### config.mk
export PLATFORM = sky130hd
export DESIGN_NAME = ppd_mul
export DESIGN_NICKNAME = d
export VERILOG_FILES = /design/src/design/ppd_pkg.sv /design/src/design/ppd_mul.sv
export SDC_FILE = /design/constraint.sdc
export NUM_CORES = 2
export LEC_CHECK = 0
export ABC_AREA = 1
export CAP_MARGIN = 20
export CORE_MARGIN = 2
export CORE_UTILIZATION = 46
export CTS_BUF_LIST = sky130_fd_sc_hd__clkbuf_16
export CTS_CLUSTER_DIAMETER = 150
export DETAILED_ROUTE_END_ITERATION = 10
export DONT_BUFFER_PORTS = 1
export GPL_ROUTABILITY_DRIVEN = 0
export SETUP_SLACK_MARGIN = 0.3
export SLEW_MARGIN = 20
export SYNTH_ARGS = -nofsm -noshare
export SYNTH_HDL_FRONTEND = slang
export SYNTH_SLANG_ARGS = --single-unit
### constraint.sdc
create_clock -name clock -period 10.07 [get_ports clock]
set_input_delay 0.5035 -clock clock [delete_from_list [all_inputs] [get_ports clock]]
set_output_delay 0.5035 -clock clock [all_outputs]
set_load 0.03 [all_outputs]
### src/design/ppd_pkg.sv
// Shared constants and types for the point-to-plane distance unit.
// Used by ppd_mul and point_plane_distance_3d_unit; depends on nothing.
`timescale 1ns / 1ps
`default_nettype none

package ppd_pkg;

   // Width of the distance field of a result word.
   localparam int DIST_BITS = 30;

   // Operand chunk width of the pipelined multiplier.
   localparam int CHUNK_BITS = 24;

   typedef logic [1:0] status_type;

   localparam status_type ST_OK         = 2'd0;
   localparam status_type ST_INVALID    = 2'd1;
   localparam status_type ST_DEGENERATE = 2'd2;

endpackage

`default_nettype wire

### src/design/ppd_mul.sv
// Two-stage unsigned multiplier built from chunk partial products.
// Uses ppd_pkg for the chunk width; instantiated by point_plane_distance_3d_unit.
`timescale 1ns / 1ps
`default_nettype none

module ppd_mul #(
   parameter int A_W = 43,
   parameter int B_W = 21
) (
   input  wire logic               clock,
   input  wire logic               en,
   input  wire logic [A_W-1:0]     a,
   input  wire logic [B_W-1:0]     b,
   output logic      [A_W+B_W-1:0] p
);

   localparam int CW   = ppd_pkg::CHUNK_BITS;
   localparam int NA   = (A_W + CW - 1) / CW;
   localparam int NB   = (B_W + CW - 1) / CW;
   localparam int SUMW = (NA + NB) * CW;

   logic [NA*CW-1:0]   a_pad;
   logic [NB*CW-1:0]   b_pad;
   logic [2*CW-1:0]    pp_ff [NA*NB];
   logic [SUMW-1:0]    sum_in;
   logic [A_W+B_W-1:0] p_ff;

   assign a_pad = (NA*CW)'(a);
   assign b_pad = (NB*CW)'(b);

   // First stage: every chunk pair is multiplied and registered.
   for (genvar i = 0; i < NA; i++) begin : g_a
      for (genvar j = 0; j < NB; j++) begin : g_b
         always_ff @(posedge clock) begin
            if (en) begin
               pp_ff[i*NB+j] <= a_pad[i*CW +: CW] * b_pad[j*CW +: CW];
            end
         end
      end
   end

   // Second stage: the shifted partial products are summed.
   always_comb begin
      sum_in = '0;
      for (int i = 0; i < NA; i++) begin
         for (int j = 0; j < NB; j++) begin
            sum_in = sum_in + (SUMW'(pp_ff[i*NB+j]) << ((i + j) * CW));
         end
      end
   end

   always_ff @(posedge clock) begin
      if (en) begin
         p_ff <= sum_in[A_W+B_W-1:0];
      end
   end

   assign p = p_ff;

endmodule

`default_nettype wire

## After elaboration in Yosys (flattened, before gate mapping)

Memories as Yosys holds them, arrays and structs flattened.
Index checks and enable logic that the tools add are counted.

- Muxes and demuxes: 2
- Shift-type cells: 0
- Div/mod/pow operators: 0
- Order comparisons: 0
- Reductions and logical operators: 0
- Add/subtract/negate cells: 1
- Eq/ne operators: 0
- Bitwise logic cells: 0
- Multiply operators: 2

Operators by type and width:

| cell | count |
|---|---|
| $add 48x64->64 | 1 |
| $mul 24x21->45 | 1 |
| $mul 19x21->40 | 1 |
| $mux 1 | 2 |

- Latch bits: 0
- Memories kept: 1
- Output and inout bits: 64
- Bits in writable memories: 90
- Memory bits (read-only): 0
- Bits of input ports: 66
- Logic and storage cells: 7
- Register bits: 64

Memory list:

| memory | words | width | rd ports | clocked after Yosys merged registers in | wr ports | line | RTL |
|---|---|---|---|---|---|---|---|
| pp_ff | 2 | 45 | 2 | 0 | 2 | ppd_mul.sv:24 | `logic [2*CW-1:0] pp_ff [NA*NB];` |

## Logic depth before layout (Yosys ltp)

- Depth in word-level cells: 2
- Mapped depth: 30
- Depth with buffers taken out: 28

## Least setup slack after synthesis

No wires, ideal clock.

- Path type: in2reg
- Start: input b[6]
- End: memory pp_ff[0][41] in the netlist's numbering (data pin)
- Slack: 3.991 ns
- Stages on the path: 25
- Required time: 9.818 ns
- Arrival: 5.826 ns
- Buffers on the path: 2
- Library setup time: 0.252 ns
- Cell sequence: clkbuf_1 clkbuf_1 nand2_1 fa_1 inv_1 fa_1 inv_1 fa_1 inv_1 fa_1 fa_1 fa_1 inv_1 fa_1 inv_1 ha_1 nand2_1 nor2_1 nand3_1 nor2_1 nand2_1 nand3_2 nand2_1 nand3_1 nand2_1

RTL lines:

| item | line | RTL |
|---|---|---|
| from (decl) | ppd_mul.sv:13 | `input wire logic [B_W-1:0] b,` |
| to (decl) | ppd_mul.sv:24 |  |

==> results.py <==
metrics = {
    "run_status": {
        "outcome": "complete, no violations",
    },
    "synth": {
        "ys_warn_count": 0,
        "syn_nets": 6130,
        "ys_types": 28,
        "synth.most_common_cell": "nand2_1",
        "synth_area_um2": 38400,
        "synth_top_area_cell": "fa_1",
        "syn_inst": 5025,
        "synth-seq-cells": 149,
        "ys_top_cells_by_area": "fa_1 38%, nand2_1 15%, inv_1 15%, edfxtp_1 12%, ha_1 9.8%",
        "synth_ff_type": "edfxtp_1",
        "avgSynthCellArea_um2": 7.64,
        "synthArstFlopShare": 0,
        "synth_top_area_share": 0.385,
        "yosysSeqAreaShare": 0.117,
        "ys_top_cells_by_count": "1,575 x nand2_1, 1,543 x inv_1, 738 x fa_1",
        "synth_edf_count": 149,
    },
    "clock_network": {
        "cts_resized": 0,
        "path_clk_slew_ns": 0.06,
        "root_buffer": "clkbuf_16",
        "cts_tree": "done",
        "cts.sinks": 149,
        "clk_latency_ns": 0.46,
        "cts_setup_buffers": 0,
        "cts_hold_buf": 0,
        "cts_buffers": 17,
        "cts.path.max_buffers": 2,
        "cts_max_level": 4,
    },
    "final_layout": {
        "layout-drive-gt1-share": 0.0199,
        "fin_area_um2": 39600,
        "antenna_cells": 0,
        "utilization": 0.481,
        "syn2layout_area_growth_pct": 3.19,
        "nNetsFinal": 5958,
    },
    "global_route": {
        "grt_pass1_wl_um": 167000,
        "grt_overflow": 0,
        "track_usage": 0.251,
        "antenna_found_initial": 0,
        "grt_max_degree": 150,
        "grt_pass1_vias": 30500,
    },
    "sta": {
        "whs_ns": 0.161,
        "skew_ns": 0.0108,
        "timing.final.hold_violations": 0,
        "fin_setup_tns_ns": 0,
        "clock.fmax_ghz": 0.179,
        "rsz0062_at_grt": "no",
        "min_period_ns": 5.59,
        "timing.final.crit_share": 0.555,
        "worst_pin_slew_ns": 0.479,
        "maxSlewHeadroom": 0.677,
        "finalSetupViolCount": 0,
        "slew_violations": 0,
    },
    "worst_hold_path": {
        "hold_path_depth": 0,
        "hp-class": "in2reg",
        "hold_path_end": "p[19]",
        "hold_path_startpoint": "en",
    },
    "detailed_routing": {
        "drc": 0,
        "drtIter0Drc": 2102,
        "antenna_left": 0,
        "drt-total-wl_um": 102000,
        "wl_per_cell_um": 17.3,
        "drt-pass1-iter-count": 8,
        "vias": 29200,
        "vias_per_cell": 4.91,
    },
    "setup_path": {
        "cp_slowest_stage_delay_ns": 0.56,
        "cp.required_ns": 10.30,
        "r2r_end": "p[46]",
        "crit_top_cell": "fa_1",
        "critical_path_arrival_ns": 5.82,
        "cp-start-kind": "primary input",
        "slowest_stage": "fa_1",
        "crit_path_end_kind": "register",
        "rr_worst_depth": 11,
        "r2r_slack_ns": 7.70,
        "r2r-start": "pp_ff[0][24]",
        "path_class": "in2reg",
        "cp_max_fo": 43,
        "worstPathCellList": "nand2_1 -> inv_1 -> fa_1 -> inv_1 -> fa_1 -> fa_1 -> inv_1 -> fa_1 -> fa_1 -> fa_1 -> inv_1 -> fa_1 -> inv_1 -> ha_1 -> nand2_1 -> nor2_1 -> nand2_1 -> nor2_1 -> nand2_1 -> nand3_2 -> xor2_1",
        "crit_path_start": "b[9]",
    },
    "floorplan": {
        "die_area_um2": 85800,
        "die_width_um": 293,
        "die_h_um": 293,
        "initial_core_util": 0.466,
        "fp.coreArea_um2": 82400,
        "rows": 105,
        "ioPinCount": 130,
    },
    "placed_design": {
        "place_area_um2": 39000,
        "numPortBuffers": 0,
        "dp.final_hpwl_um": 79500,
    },
    "job": {
        "maxCapViolCount": 0,
    },
}
[cells by family (layout without fill, tap and decap cells)]
| family | Yosys count | count (layout) | share of synthesized area |
|---|---|---|---|
| AND/OR/NAND/NOR | 1901 | 1901 | 0.197 |
| buffers and inverters | 1736 | 1577 | 0.170 |
| adder cells (fa/ha/maj) | 1039 | 1039 | 0.483 |
| flip-flops | 149 | 149 | 0.117 |
| AO/OA/AOI/OAI | 131 | 131 | 0.0180 |
| XOR/XNOR | 69 | 69 | 0.0157 |
[final cells by class]
class,count,area (um2)
Multi-Input combinational cell,3140,27400
Fill cell,8214,42700
Clock inverter,15,179
Inverter,1545,5800
Sequential cell,149,4470
Tap cell,1070,1340
Clock buffer,17,425
[state kept, by name, indices dropped and copies added (netlist names)]
signal / flops
pp_ff: 85
p: 64
[worst max-delay path: cells and delay by family]
kind          cells  cell delay [ns]
fa+ha+maj         8             3.84
simple gates      7             0.86
xor+xnor          1             0.33
buf+inv           5             0.25
[worst max path at each step]
stage / to / cells after the start / slack [ns]
after floorplan: pp_ff[0][41] / 25 / 3.99
after global placement: pp_ff[0][23] / 21 / 4.10
after detailed placement: pp_ff[0][23] / 21 / 4.05
after CTS: pp_ff[0][23] / 21 / 4.55
after global routing: pp_ff[0][39] / 23 / 4.21
final: pp_ff[0][23] / 21 / 4.48
[metrics by stage]
stage,std cells,worst slack (ns)
2_1_floorplan,5025,3.99
3_3_place_gp,5904,4.10
3_5_place_dp,5904,4.05
4_1_cts,5936,4.55
5_1_grt,5936,4.21
6_report,5936,4.48
[layout by cell type, fill, tap and decap left out, drive strengths merged]
cell type / Yosys / layout
a21oi: 82 / 82
xor2: 54 / 54
nor2: 163 / 163
nand2: 1599 / 1599
nand3b: 4 / 4
a31oi: 8 / 8
and2: 2 / 2
or2: 4 / 4
clkinv: 0 / 3
nand2b: 1 / 1
xnor2: 15 / 15
nand4: 10 / 10
ha: 301 / 301
clkbuf: 191 / 17
inv: 1545 / 1555
bufinv: 0 / 2
edfxtp: 149 / 149
fa: 738 / 738
o21bai: 9 / 9
a21o: 2 / 2
nor3: 20 / 20
o21ai: 30 / 30
nand3: 98 / 98
[metal layers]
layer | track usage | wire [um] | up-vias
met5 | 0 | 0 | -
met2 | 0.406 | 46700 | 885
li1 | - | - | 13800
met3 | 0.0402 | 7550 | 90
met4 | 0.0503 | 1700 | 0
met1 | 0.358 | 46500 | 14400
Power is left out: the tool's default activity adds up to more than one toggle a clock period on the data nets, which glitch-free logic cannot reach.
